==> src/hdl/twoi_pkg.sv <==
package twoi_pkg;

    // Micro-rotation count and the size of the arctangent table
    localparam int CORDIC_STEPS = 16;
    localparam int ATAN_N       = 24;
    localparam int CORDIC_N     = (CORDIC_STEPS < ATAN_N) ? CORDIC_STEPS : ATAN_N;
    localparam int IDX_W        = (CORDIC_N > 1) ? $clog2(CORDIC_N) : 1;

    // Field widths
    localparam int DELTA_W = 24;
    localparam int GAIN_W  = 24;
    localparam int POS_W   = 32;
    localparam int HEAD_W  = 16;

    // Datapath widths: vector in Q.16, angle in 2^32 units per turn (plus sign)
    localparam int VW      = 44;
    localparam int ZW      = 33;
    localparam int SPLIT   = 22;
    localparam int MA_W    = 26;
    localparam int MB_W    = 25;
    localparam int MP_W    = MA_W + MB_W;
    localparam int ACC_W   = 64;

    // Fixed-point constants
    localparam logic [MB_W-1:0] K_THIRD = MB_W'(21845);
    localparam logic [MB_W-1:0] K_RT3_3 = MB_W'(37837);
    localparam logic [MB_W-1:0] K_INV   = MB_W'(39797);

    // Control of the rotation unit
    typedef struct packed {
        logic             load;
        logic             step;
        logic [IDX_W-1:0] idx;
    } t_cordic_ctrl;

    // Arctangent of 2^-i in 2^32 units per turn
    function automatic logic signed [ZW-1:0] atan_at(input logic [4:0] i);
        logic [31:0] v;
        case (i)
            5'd0:    v = 32'h20000000;
            5'd1:    v = 32'h12E4051E;
            5'd2:    v = 32'h09FB385B;
            5'd3:    v = 32'h051111D4;
            5'd4:    v = 32'h028B0D43;
            5'd5:    v = 32'h0145D7E1;
            5'd6:    v = 32'h00A2F61E;
            5'd7:    v = 32'h00517C55;
            5'd8:    v = 32'h0028BE53;
            5'd9:    v = 32'h00145F2F;
            5'd10:   v = 32'h000A2F98;
            5'd11:   v = 32'h000517CC;
            5'd12:   v = 32'h00028BE6;
            5'd13:   v = 32'h000145F3;
            5'd14:   v = 32'h0000A2FA;
            5'd15:   v = 32'h0000517D;
            5'd16:   v = 32'h000028BE;
            5'd17:   v = 32'h0000145F;
            5'd18:   v = 32'h00000A30;
            5'd19:   v = 32'h00000518;
            5'd20:   v = 32'h0000028C;
            5'd21:   v = 32'h00000146;
            5'd22:   v = 32'h000000A3;
            5'd23:   v = 32'h00000051;
            default: v = 32'h00000000;
        endcase
        return $signed({1'b0, v});
    endfunction

endpackage

==> src/hdl/twoi_mul.sv <==
module twoi_mul (
    input  logic                                i_clk,
    input  logic signed [twoi_pkg::MA_W-1:0]    i_a,
    input  logic signed [twoi_pkg::MB_W-1:0]    i_b,
    output logic signed [twoi_pkg::MP_W-1:0]    o_p
);
    import twoi_pkg::*;

    logic signed [MP_W-1:0] r_p;

    // Shared signed multiplier, product registered
    always_ff @(posedge i_clk) begin
        r_p <= MP_W'(i_a) * MP_W'(i_b);
    end

    assign o_p = r_p;

endmodule

==> config.mk <==
export PLATFORM = sky130hd
export DESIGN_NAME = twoi_mul
export DESIGN_NICKNAME = d
export VERILOG_FILES = /design/src/hdl/twoi_pkg.sv /design/src/hdl/twoi_mul.sv
export SDC_FILE = /design/constraint.sdc
export NUM_CORES = 2
export LEC_CHECK = 0
export ABC_AREA = 0
export BUFFER_PORTS_ARGS = -buffer_cell sky130_fd_sc_hd__buf_2
export CAP_MARGIN = 20
export CORE_MARGIN = 2
export CORE_UTILIZATION = 65
export DETAILED_ROUTE_END_ITERATION = 16
export MAX_ROUTING_LAYER = met4
export PLACE_DENSITY = 0.84
export SLEW_MARGIN = 30
export SYNTH_ARGS = -nofsm -noshare
export SYNTH_HDL_FRONTEND = slang
export SYNTH_SLANG_ARGS = --single-unit
==> constraint.sdc <==
create_clock -name i_clk -period 8.7 [get_ports i_clk]
set_input_delay 1.74 -clock i_clk [delete_from_list [all_inputs] [get_ports i_clk]]
set_output_delay 1.74 -clock i_clk [all_outputs]
set_load 0.01 [all_outputs]
==> impl_metrics.py <==
metrics = {
    "min_path": {
        "hold_class": "primary input to flop",
        "holdPathStages": 2,
    },
    "drt": {
        "remaining_drc_errors": 0,
        "firstDrtPassIters": 5,
        "wire_per_inst_microns": 19.8,
        "routed_wl_microns": 62800,
        "num_vias": 17934,
        "drtIter0Drc": 1050,
        "antenna_left": 0,
        "routed_via_density": 5.64,
    },
    "logic_synthesis": {
        "ys_top_cells_by_area": "fa_1 (55%), inv_1 (9.9%), and2_1 (8.0%), ha_1 (7.2%), nand2_1 (5.0%)",
        "synth_edf_count": 0,
        "synthDistinctLibCells": 64,
        "syn_area_per_cell_sq_um": 9.49,
        "synth_top_area_share_pct": 54.8,
        "synth.cell_area_sq_um": 24900,
        "yosysWarnings": 0,
        "ys.flop_type": "dfxtp_1",
        "synth.most_common_cell": "fa_1",
        "ys_seq_area_share_pct": 4.10,
        "yosys.area.top_type": "fa_1",
        "synth_seq_cells": 51,
        "yosys-top-cells-count": "fa_1 (681), inv_1 (656), nand2_1 (330)",
        "syn_nets": 3499,
        "asyncSetResetFlopFracSynth_pct": 0,
        "synth_cells": 2623,
    },
    "cts": {
        "clkTransAtPathRegs_ps": 90,
        "h-tree-depth": 2,
        "clockBufferDepth": 2,
        "cts_tree": "yes",
        "cts_num_sinks": 51,
        "root_buffer": "clkbuf_16",
        "postCtsSetupRepairBufs": 0,
        "cts_buffers": 5,
    },
    "die": {
        "start_util_pct": 66.1,
        "die_w_microns": 200,
        "ios": 103,
        "rows": 71,
        "die_y_microns": 200,
        "coreArea_sq_um": 37700,
        "die_area_sq_um": 39900,
    },
    "outcome": {
        "outcome": "complete, no violations",
    },
    "worst_setup_path": {
        "cp_max_fo": 17,
        "start_kind": "primary input",
        "cp.arrival_ps": 8480,
        "endpoint_kind": "flop",
        "crit_type": "primary input to flop",
        "required_ps": 8890,
    },
    "grt": {
        "busiest_layer": "met2",
        "grt_util_met1_pct": 38.8,
        "grtUsageMet3_pct": 4.39,
        "grt_antenna_before_repair": 4,
        "grt_max_degree": 28,
        "grt_pass1_wl_microns": 103000,
        "grt_pass1_vias": 20368,
        "grt_usage_pct": 35.1,
        "met2_usage_pct": 60.7,
        "grt-ovfl-total": 0,
    },
    "placement": {
        "dpl_worst_slack_ps": 93.5,
        "dpl.hpwl_microns": 53700,
        "port_buffers": 102,
        "dp.cells": 3166,
        "gp_congestion": 0.925,
    },
    "finish": {
        "largest_register_ffs": 51,
        "layout-drive-gt1-share_pct": 6.95,
        "syn2layout_area_growth_pct": 5.09,
        "final_util_pct": 69.4,
        "fillers": 2838,
        "final_nets": 3538,
        "fin_cells": 3177,
    },
    "sta": {
        "maxSlewViolCount": 0,
        "tightest_slew_ps": 671,
        "period_minus_slack_ps": 8290,
        "setup_tns_ps": 0,
        "fmax_ghz": 0.121,
        "fin_crit_sh_pct": 95.3,
        "rsz0062_at_grt": "false",
        "max_slew_margin_pct": 55.2,
        "fin_ws_ps": 407,
        "setup_violations": 0,
        "hold_violations": 0,
    },
    "job": {
        "maxCapViolCount": 0,
    },
}
-- path summary, 6_finish.rpt --
path | startpoint | to
setup / recovery | i_b[4] | o_p[50]$_DFF_P_
hold / removal | i_b[0] | o_p[0]$_DFF_P_
-- what timing repair did --
item                                    in CTS  in global routing
resized for setup                            0                  1
hold buffers                                 0                  0
endpoints found under the setup margin       0                  1
-- layer usage --
layer	vias to the layer above	share of wire [%]
met3	274	6.3
met1	9236	33
met2	803	53
li1	7621	-
met4	0	7.3
met5	-	0
-- cell families (layout without fill, tap and decap cells) --
group / after synthesis / count (layout) / synth area share, %
AO/OA/AOI/OAI: 157 / 157 / 4.63
XOR/XNOR: 58 / 58 / 2.04
adder cells (fa/ha/maj): 824 / 824 / 62.0
buffers and inverters: 776 / 816 / 11.7
flip-flops: 51 / 51 / 4.10
multiplexers: 2 / 2 / 0.0905
other: 0 / 3 / 0
AND/OR/NAND/NOR: 755 / 755 / 15.4
-- placed cells by master, fill, tap and decap left out, types with 4 or more instances in the layout --
master,instances
o21a_1,6
xor2_1,16
nand2_1,330
o21ai_0,15
a31oi_1,6
nor3_1,8
ha_1,143
o21ai_1,7
buf_2,102
dfxtp_1,51
a211oi_1,5
and2_1,318
nor2_1,26
buf_4,50
nand2b_1,12
nand3_1,6
o21bai_1,8
a221o_1,4
nand4_1,11
a21o_1,26
a21oi_2,4
clkbuf_16,5
a21oi_1,42
fa_1,680
nor2b_1,28
xnor2_1,42
inv_1,656
-- critical path, cell delays in order --
cell,delay (ps)
buf_2,390
nand2_1,160
fa_1,570
inv_1,60
fa_1,490
inv_1,60
fa_1,510
fa_1,550
inv_1,70
fa_1,450
fa_1,570
inv_1,70
fa_1,480
inv_1,40
ha_1,390
nand4_1,200
nor4_1,420
or3b_1,410
o21ai_1,120
o21ba_2,180
a21oi_1,220
o22ai_1,160
xnor2_1,150
-- through the flow --
stage                     hold WS, ps  area (sq um)
after floorplan                  1870         24900
after global placement           2130         26000
after detailed placement         2130         26000
after CTS                        1940         26100
after global routing             1970         26200
final                            1970         26200
-- cell type report --
cell class / count / area (sq um) / share of cell area, %
tap: 511 / 639 / 2.44
clock inverter: 3 / 67.6 / 0.258
multi-input combinational: 1796 / 21000 / 80.1
antenna: 3 / 7.51 / 0.0287
clock buffer: 5 / 125 / 0.478
sequential: 51 / 1020 / 3.90
inverter: 656 / 2460 / 9.41
timing repair buffer: 152 / 886 / 3.39
Power is left out: the tool's default activity adds up to more than one toggle a clock period on the data nets, which glitch-free logic cannot reach.
