File: src/hdl/twoi_pkg.sv
package twoi_pkg;

    // Micro-rotation count and the size of the arctangent table
    localparam int CORDIC_STEPS = 16;
    localparam int ATAN_N       = 24;
    localparam int CORDIC_N     = (CORDIC_STEPS < ATAN_N) ? CORDIC_STEPS : ATAN_N;
    localparam int IDX_W        = (CORDIC_N > 1) ? $clog2(CORDIC_N) : 1;

    // Field widths
    localparam int DELTA_W = 24;
    localparam int GAIN_W  = 24;
    localparam int POS_W   = 32;
    localparam int HEAD_W  = 16;

    // Datapath widths: vector in Q.16, angle in 2^32 units per turn (plus sign)
    localparam int VW      = 44;
    localparam int ZW      = 33;
    localparam int SPLIT   = 22;
    localparam int MA_W    = 26;
    localparam int MB_W    = 25;
    localparam int MP_W    = MA_W + MB_W;
    localparam int ACC_W   = 64;

    // Fixed-point constants
    localparam logic [MB_W-1:0] K_THIRD = MB_W'(21845);
    localparam logic [MB_W-1:0] K_RT3_3 = MB_W'(37837);
    localparam logic [MB_W-1:0] K_INV   = MB_W'(39797);

    // Control of the rotation unit
    typedef struct packed {
        logic             load;
        logic             step;
        logic [IDX_W-1:0] idx;
    } t_cordic_ctrl;

    // Arctangent of 2^-i in 2^32 units per turn
    function automatic logic signed [ZW-1:0] atan_at(input logic [4:0] i);
        logic [31:0] v;
        case (i)
            5'd0:    v = 32'h20000000;
            5'd1:    v = 32'h12E4051E;
            5'd2:    v = 32'h09FB385B;
            5'd3:    v = 32'h051111D4;
            5'd4:    v = 32'h028B0D43;
            5'd5:    v = 32'h0145D7E1;
            5'd6:    v = 32'h00A2F61E;
            5'd7:    v = 32'h00517C55;
            5'd8:    v = 32'h0028BE53;
            5'd9:    v = 32'h00145F2F;
            5'd10:   v = 32'h000A2F98;
            5'd11:   v = 32'h000517CC;
            5'd12:   v = 32'h00028BE6;
            5'd13:   v = 32'h000145F3;
            5'd14:   v = 32'h0000A2FA;
            5'd15:   v = 32'h0000517D;
            5'd16:   v = 32'h000028BE;
            5'd17:   v = 32'h0000145F;
            5'd18:   v = 32'h00000A30;
            5'd19:   v = 32'h00000518;
            5'd20:   v = 32'h0000028C;
            5'd21:   v = 32'h00000146;
            5'd22:   v = 32'h000000A3;
            5'd23:   v = 32'h00000051;
            default: v = 32'h00000000;
        endcase
        return $signed({1'b0, v});
    endfunction

endpackage

File: src/hdl/twoi_cordic.sv
module twoi_cordic (
    input  logic                            i_clk,
    input  twoi_pkg::t_cordic_ctrl          i_ctrl,
    input  logic signed [twoi_pkg::VW-1:0]  i_vx,
    input  logic signed [twoi_pkg::VW-1:0]  i_vy,
    input  logic signed [twoi_pkg::ZW-1:0]  i_z,
    output logic signed [twoi_pkg::VW-1:0]  o_vx,
    output logic signed [twoi_pkg::VW-1:0]  o_vy
);
    import twoi_pkg::*;

    logic signed [VW-1:0] r_vx;
    logic signed [VW-1:0] r_vy;
    logic signed [ZW-1:0] r_z;
    logic signed [VW-1:0] dx;
    logic signed [VW-1:0] dy;
    logic signed [ZW-1:0] ang;

    // Shifted cross terms and table angle for the current micro-rotation
    always_comb begin
        dx  = r_vy >>> i_ctrl.idx;
        dy  = r_vx >>> i_ctrl.idx;
        ang = atan_at(5'(i_ctrl.idx));
    end

    // One micro-rotation per step; direction from the sign of the residual
    always_ff @(posedge i_clk) begin
        if (i_ctrl.load) begin
            r_vx <= i_vx;
            r_vy <= i_vy;
            r_z  <= i_z;
        end else if (i_ctrl.step) begin
            if (!r_z[ZW-1]) begin
                r_vx <= r_vx - dx;
                r_vy <= r_vy + dy;
                r_z  <= r_z - ang;
            end else begin
                r_vx <= r_vx + dx;
                r_vy <= r_vy - dy;
                r_z  <= r_z + ang;
            end
        end
    end

    assign o_vx = r_vx;
    assign o_vy = r_vy;

endmodule

File: config.mk
export PLATFORM = sky130hd
export DESIGN_NAME = twoi_cordic
export DESIGN_NICKNAME = d
export VERILOG_FILES = /design/src/hdl/twoi_pkg.sv /design/src/hdl/twoi_cordic.sv
export SDC_FILE = /design/constraint.sdc
export NUM_CORES = 1
export LEC_CHECK = 0
export BUFFER_PORTS_ARGS = -buffer_cell sky130_fd_sc_hd__buf_2
export CELL_PAD_IN_SITES_DETAIL_PLACEMENT = 0
export CELL_PAD_IN_SITES_GLOBAL_PLACEMENT = 1
export CORE_ASPECT_RATIO = 1.75
export CORE_MARGIN = 2
export CORE_UTILIZATION = 50
export CTS_CLUSTER_SIZE = 12
export DETAILED_ROUTE_END_ITERATION = 10
export GPL_ROUTABILITY_DRIVEN = 0
export PLACE_DENSITY_LB_ADDON = 0.1
export SYNTH_ARGS = -nofsm -noshare
export SYNTH_HDL_FRONTEND = slang
export SYNTH_SLANG_ARGS = --single-unit
export TNS_END_PERCENT = 100
File: constraint.sdc
create_clock -name i_clk -period 11.55 [get_ports i_clk]
set_input_delay 0.5775 -clock i_clk [delete_from_list [all_inputs] [get_ports i_clk]]
set_output_delay 0.5775 -clock i_clk [all_outputs]
set_load 0.005 [all_outputs]
==> results.sh, run 1 <==
export IMPL_io_pins=216
export IMPL_ys_seq_elements=121
export IMPL_ys_seq_area_frac=0.1885
export IMPL_dp_cells=2889
export IMPL_antenna_found_initial=1
export IMPL_ctsResizeCount=0
export IMPL_clk_path_buf_depth=2
export IMPL_path_clk_slew_ns=0.06
export IMPL_n_fill_cell=3675
export IMPL_relSlewSlack=0.2984
export IMPL_drv_cap=0
export IMPL_die_area_um2=40190
export IMPL_endpoint_kind="flop"
export IMPL_synth_edf_count=121
export IMPL_synth_main_ff_cell="edfxtp_1"
export IMPL_initial_core_util=0.5051
export IMPL_drc_errors=0
export IMPL_vias=19220
export IMPL_synth_top_cell_by_area="edfxtp_1"
export IMPL_setup_viol=0
export IMPL_path_max_fanout=53
export IMPL_grt_pass1_vias=18940
export IMPL_drv_slew=0
export IMPL_post_cts_setup_buffers=0
export IMPL_grt_setup_unrepaired="no"
export IMPL_cp_arrival_ns=7.68
export IMPL_hold_viol=0
export IMPL_cts_tree="yes"
export IMPL_dr_pass1_iters=5
export IMPL_crit_required_ns=11.77
export IMPL_cts_hold_buf=0
export IMPL_critPathKind="in -> reg"
export IMPL_syn_nets=2579
export IMPL_core_area_um2=38160
export IMPL_drive_gt1_frac=0.1869
export IMPL_grt_max_degree=131
export IMPL_insertedDiodeCount=0
export IMPL_syn_to_final_growth_pct=8.798
export IMPL_worst_hold_slack_ns=0.3737
export IMPL_synthArstFlopShare=0
export IMPL_syn_inst=2312
export IMPL_viasPerCell=6.582
export IMPL_vdd_ir_drop_worst_v=0.0002519
export IMPL_dpl_cell_area_um2=20390
export IMPL_cp_start_kind="primary input"
export IMPL_finalCritPeriodShare=0.6464
export IMPL_wl_per_cell_um=23.65
export IMPL_overflow=0
export IMPL_final_min_clock_period_ns=7.465
export IMPL_leakage_nw=8.725
export IMPL_track_usage=0.3327
export IMPL_synth_area_um2=19270
export IMPL_wl_um=69050
export IMPL_yosys_top_cells_area="edfxtp_1 19%, ha_1 8.8%, mux4_2 8.8%, o21ai_0 5.7%, nand2_1 5.5%"
export IMPL_die_x_um=152.4
export IMPL_power_w=0.008161
export IMPL_rows=95
export IMPL_dp_hpwl_um=51960
export IMPL_htreeDepth=4
export IMPL_status="finished, final reports clean"
export IMPL_clkSinkCount=121
export IMPL_final_cells=2920
export IMPL_yosysWarnings=0
export IMPL_fp_dieH_um=263.7
export IMPL_fin_nets=2690
export IMPL_fin_skew_ns=0.01636
export IMPL_yosysTopAreaCellShare=0.1885
export IMPL_cts_root_buffer="clkbuf_16"
export IMPL_ys_types=97
export IMPL_hold_class="in -> reg"
export IMPL_drtIter0Drc=1853
export IMPL_setup_tns_ns=0
export IMPL_max_clock_freq_mhz=134.0
export IMPL_whs_path_depth=3
export IMPL_numPortBuffers=215
export IMPL_power_density_nw_per_um2=389.2
export IMPL_reg2regPathDepth=17
export IMPL_grt_pass1_wl_um=104700
export IMPL_clk_latency_ns=0.47
export IMPL_cts_buffers=17
export IMPL_worst_pin_slew_ns=1.052
export IMPL_final_area_um2=20970
export IMPL_ant_nets=0
export IMPL_syn_avg_cell_area_um2=8.335
-- synth_stat cells (all sizes together), types with 10 or more instances --
library cell,n
o21ai,222
o211ai,17
nor2b,25
and2,24
and3,17
a22o,10
nand3,40
a31oi,33
xor2,103
ha,136
a211oi,32
a21o,63
xnor2,110
o21a,21
nand4,15
nand2,283
inv,51
a22oi,13
a221oi,13
nor3,34
mux2i,59
o22ai,21
nor2,166
o21bai,15
mux2,69
buf,65
a21oi,210
a31o,10
clkbuf,76
edfxtp,121
mux4,75
nand2b,20
-- logic make-up after synthesis --
logic type	Yosys count	share of synthesized area
buffers and inverters	193	0.04798
AND/OR/NAND/NOR	674	0.1637
XOR/XNOR	213	0.09681
multiplexers	203	0.1615
AO/OA/AOI/OAI	769	0.2500
flip-flops	121	0.1885
adder cells (fa/ha/maj)	139	0.09142
-- worst paths after layout --
check	from	end	slack (ns)
setup / recovery	i_ctrl[0]	o_vy[43]	4.08
setup reg to reg	o_vx[17]	o_vy[43]	4.78
hold reg to reg	r_z[0]	r_z[0]	0.69
hold / removal	i_vy[26]	o_vy[26]	0.37
-- cell type report --
cell class / count / area, um^2 / share of cell area
Multi-Input combinational cell: 1998 / 14720 / 0.7019
Sequential cell: 121 / 3633 / 0.1733
Timing Repair Buffer: 233 / 1244 / 0.05932
Tap cell: 485 / 606.8 / 0.02894
Clock buffer: 17 / 425.4 / 0.02029
Inverter: 52 / 195.2 / 0.009310
Clock inverter: 14 / 146.4 / 0.006982
-- metal layers --
metal | up-vias | wire length (um) | part of all wire | global-route usage
met3 | 283 | 4331 | 0.063 | 0.03789
met2 | 938 | 35300 | 0.51 | 0.6017
met4 | 0 | 4749 | 0.069 | 0.2190
li1 | 8907 | - | - | -
met5 | - | 0 | 0 | 0
met1 | 9091 | 24670 | 0.36 | 0.3653
-- power breakdown --
group / total, W / internal, W / switching, W
Clock: 0.000567 / 0.000317 / 0.000250
Combinational: 0.00617 / 0.00266 / 0.00351
Sequential: 0.00142 / 0.000860 / 0.000559
Total: 0.00816 / 0.00384 / 0.00432
-- placed cells by master (no fill, tap or decap), types with 20 or more instances in the layout --
master	netlist	layout
o22ai_1	21	21
xor2_1	103	103
nand2b_1	20	20
nand3_1	38	38
ha_1	136	136
nor2_1	164	164
nand2_1	281	281
inv_1	51	49
buf_2	27	210
o21ai_0	218	218
nor2b_1	25	25
mux2i_1	56	56
a211oi_1	31	31
buf_4	6	20
edfxtp_1	121	121
xnor2_1	110	110
mux4_2	75	75
and2_1	23	23
a21oi_1	210	210
mux2_2	64	64
o21a_1	21	21
nor3_1	33	33
a21o_1	63	63
a31oi_1	33	33
-- state kept, by name, summed over array words and instances (netlist names) --
| register | cells |
|---|---|
| r_z | 33 |
| o_vy | 44 |
| o_vx | 44 |
-- worst max-delay path: stages --
cell,delay [ns]
buf_4,0.26
buf_4,0.58
buf_4,0.63
mux4_2,0.60
a222oi_1,0.67
nand3_2,0.23
nor4_1,0.92
a31oi_1,0.23
xnor2_1,0.19
ha_1,0.39
and3b_1,0.21
o21ai_0,0.18
o2111ai_1,0.18
a211oi_1,0.66
a21o_1,0.32
nor2b_1,0.10
o31ai_1,0.32
xnor2_1,0.10
mux2_2,0.26
-- stage by stage --
stage                     setup WS (ns)  utilization
final                             4.085       0.5495
after floorplan                   4.628            -
after detailed placement          3.688       0.5345
after global placement            3.751       0.5345
after global routing              3.599       0.5495
after CTS                         4.171       0.5495
(Power assumes the default switching activity.)
==> inputs of run 2 (changes only) <==
--- a/config.mk
+++ b/config.mk
@@ -10,7 +10,7 @@
 export CELL_PAD_IN_SITES_GLOBAL_PLACEMENT = 1
 export CORE_ASPECT_RATIO = 1.75
 export CORE_MARGIN = 2
-export CORE_UTILIZATION = 50
+export CORE_UTILIZATION = 42
 export CTS_CLUSTER_SIZE = 12
 export DETAILED_ROUTE_END_ITERATION = 10
 export GPL_ROUTABILITY_DRIVEN = 0
==> constraint.sdc (replaced) <==
create_clock -name i_clk -period 6.4 [get_ports i_clk]
set_input_delay 0.32 -clock i_clk [delete_from_list [all_inputs] [get_ports i_clk]]
set_output_delay 0.32 -clock i_clk [all_outputs]
set_load 0.005 [all_outputs]
==> results.sh, run 2 (synthesized netlist as in run 1, its figures left out) <==
export IMPL_status="finished, final reports clean"
export IMPL_final_cell_mix="281 x nand2_1, 217 x o21ai_0, 210 x a21oi_1, 210 x buf_2, 164 x nor2_1"
export IMPL_grt_max_degree=109
export IMPL_fin_nets=2795
export IMPL_initial_core_util=0.4260
export IMPL_hold_viol=0
export IMPL_cts_root_buffer="clkbuf_16"
export IMPL_setup_tns_ns=0
export IMPL_path_clk_slew_ns=0.06
export IMPL_max_clock_freq_mhz=161.5
export IMPL_seqCellArea_um2=3633
export IMPL_finalCritPeriodShare=0.9673
export IMPL_die_area_um2=47680
export IMPL_crit_path_top_delay_cell="edfxtp_1"
export IMPL_path_max_fanout=7
export IMPL_worst_pin_slew_ns=0.9581
export IMPL_numPortBuffers=215
export IMPL_relSlewSlack=0.3613
export IMPL_vias=19440
export IMPL_fp_dieH_um=287.4
export IMPL_cp_start_kind="flop"
export IMPL_whs_path_depth=3
export IMPL_critical_path_depth=22
export IMPL_ant_nets=0
export IMPL_dr_pass1_iters=5
export IMPL_layout_commonest_cell="nand2_1"
export IMPL_cts_tree="yes"
export IMPL_grt_pass1_wl_um=114000
export IMPL_clk_path_buf_depth=2
export IMPL_final_min_clock_period_ns=6.191
export IMPL_drv_cap=0
export IMPL_setup_viol=0
export IMPL_cp_buffers_inverters=1
export IMPL_crit_required_ns=6.62
export IMPL_drv_slew=0
export IMPL_io_pins=216
export IMPL_drc_errors=0
export IMPL_cts_hold_buf=0
export IMPL_n_fill_cell=4476
export IMPL_drtIter0Drc=1575
export IMPL_worstPathCellList="mux4_2 > a2111oi_0 > and3_1 > a31oi_1 > nor4_4 > and3_1 > a21oi_1 > nand2_1 > o311ai_0 > a22oi_1 > ha_1 > nand4_1 > nor2_1 > o21ai_0 > o2111ai_1 > a211oi_2 > buf_4 > a21o_1 > nor2b_1 > o31ai_1 > xnor2_1 > mux2_2"
export IMPL_wl_um=76070
export IMPL_critPathKind="reg -> reg"
export IMPL_core_area_um2=45230
export IMPL_wl_per_cell_um=24.40
export IMPL_rows=103
export IMPL_overflow=0
export IMPL_reg2regPathDepth=22
export IMPL_post_cts_setup_buffers=0
export IMPL_grt_setup_unrepaired="no"
export IMPL_cts_buffers=17
export IMPL_viasPerCell=6.236
export IMPL_dp_hpwl_um=59710
export IMPL_insertedDiodeCount=0
export IMPL_clk_latency_ns=0.48
export IMPL_cp_arrival_ns=6.41
export IMPL_hold_class="in -> reg"
export IMPL_track_usage=0.3102
export IMPL_htreeDepth=4
export IMPL_drive_gt1_frac=0.2220
export IMPL_clkSinkCount=121
export IMPL_path_delay_family="compound AO/OA/AOI/OAI gates"
export IMPL_fin_skew_ns=0.01176
export IMPL_die_x_um=165.9
export IMPL_antenna_found_initial=0
export IMPL_max_stage_delay_ns=0.67
export IMPL_endpoint_kind="flop"
export IMPL_grt_pass1_vias=19900
export IMPL_syn_to_final_growth_pct=14.07
export IMPL_multi_input_area_um2=14750
export IMPL_cp_common_cell="and3_1"
==> run 2: worst register-to-register path: cells and delay by family (launching register included) <==
kind            cells  cell delay [ns]
compound gates     10             2.37
simple gates        7             1.36
mux                 2             0.89
flops               1             0.67
fa+ha+maj           1             0.34
buf+inv             1             0.19
xor+xnor            1             0.11
==> run 2: final timing paths <==
check | slack, ns | end | from
max | 0.21 | o_vy[43] | o_vx[19]
min | 0.11 | o_vy[26] | i_vy[26]
max reg2reg | 0.21 | o_vy[43] | o_vx[19]
min reg2reg | 0.68 | r_z[0] | r_z[0]
==> run 2: stage by stage <==
| stage | instance area (um^2) | hold slack, ns | worst slack (ns) | utilization | std cells |
|---|---|---|---|---|---|
| after global placement | 21360 | 0.5871 | -0.1024 | 0.4722 | 3086 |
| final | 21980 | 0.1098 | 0.2090 | 0.4860 | 3118 |
| after detailed placement | 21360 | 0.5867 | -0.1448 | 0.4722 | 3086 |
| after CTS | 21950 | 0.08985 | 0.05301 | 0.4853 | 3118 |
| after floorplan | 19270 | 0.4986 | 0.01314 | - | 2312 |
| after global routing | 21980 | 0.1195 | 0.008490 | 0.4860 | 3118 |
==> run 2: final cells by class <==
class | instances | area share
Inverter | 52 | 0.008879
Clock inverter | 15 | 0.007513
Clock buffer | 17 | 0.01935
Multi-Input combinational cell | 1998 | 0.6708
Timing Repair Buffer | 338 | 0.09528
Tap cell | 577 | 0.03284
Sequential cell | 121 | 0.1653
==> run 2: what timing repair did <==
| item | in CTS | in global routing |
|---|---|---|
| gates resized for setup | 0 | 8 |
| setup endpoints to repair | 0 | 9 |
| hold endpoints to repair | 0 | 0 |
==> run 2: per-layer routing <==
metal  up-vias  GRT usage  routed length, um
met2       818     0.5704              39070
met3       251    0.03925               4201
met5         -          0                  0
met1      9250     0.3264              27350
met4         0     0.2185               5450
li1       9125          -                  -
Power of run 2 is left out: the tool's default activity adds up to more than one toggle a clock period on the data nets, which glitch-free logic cannot reach.
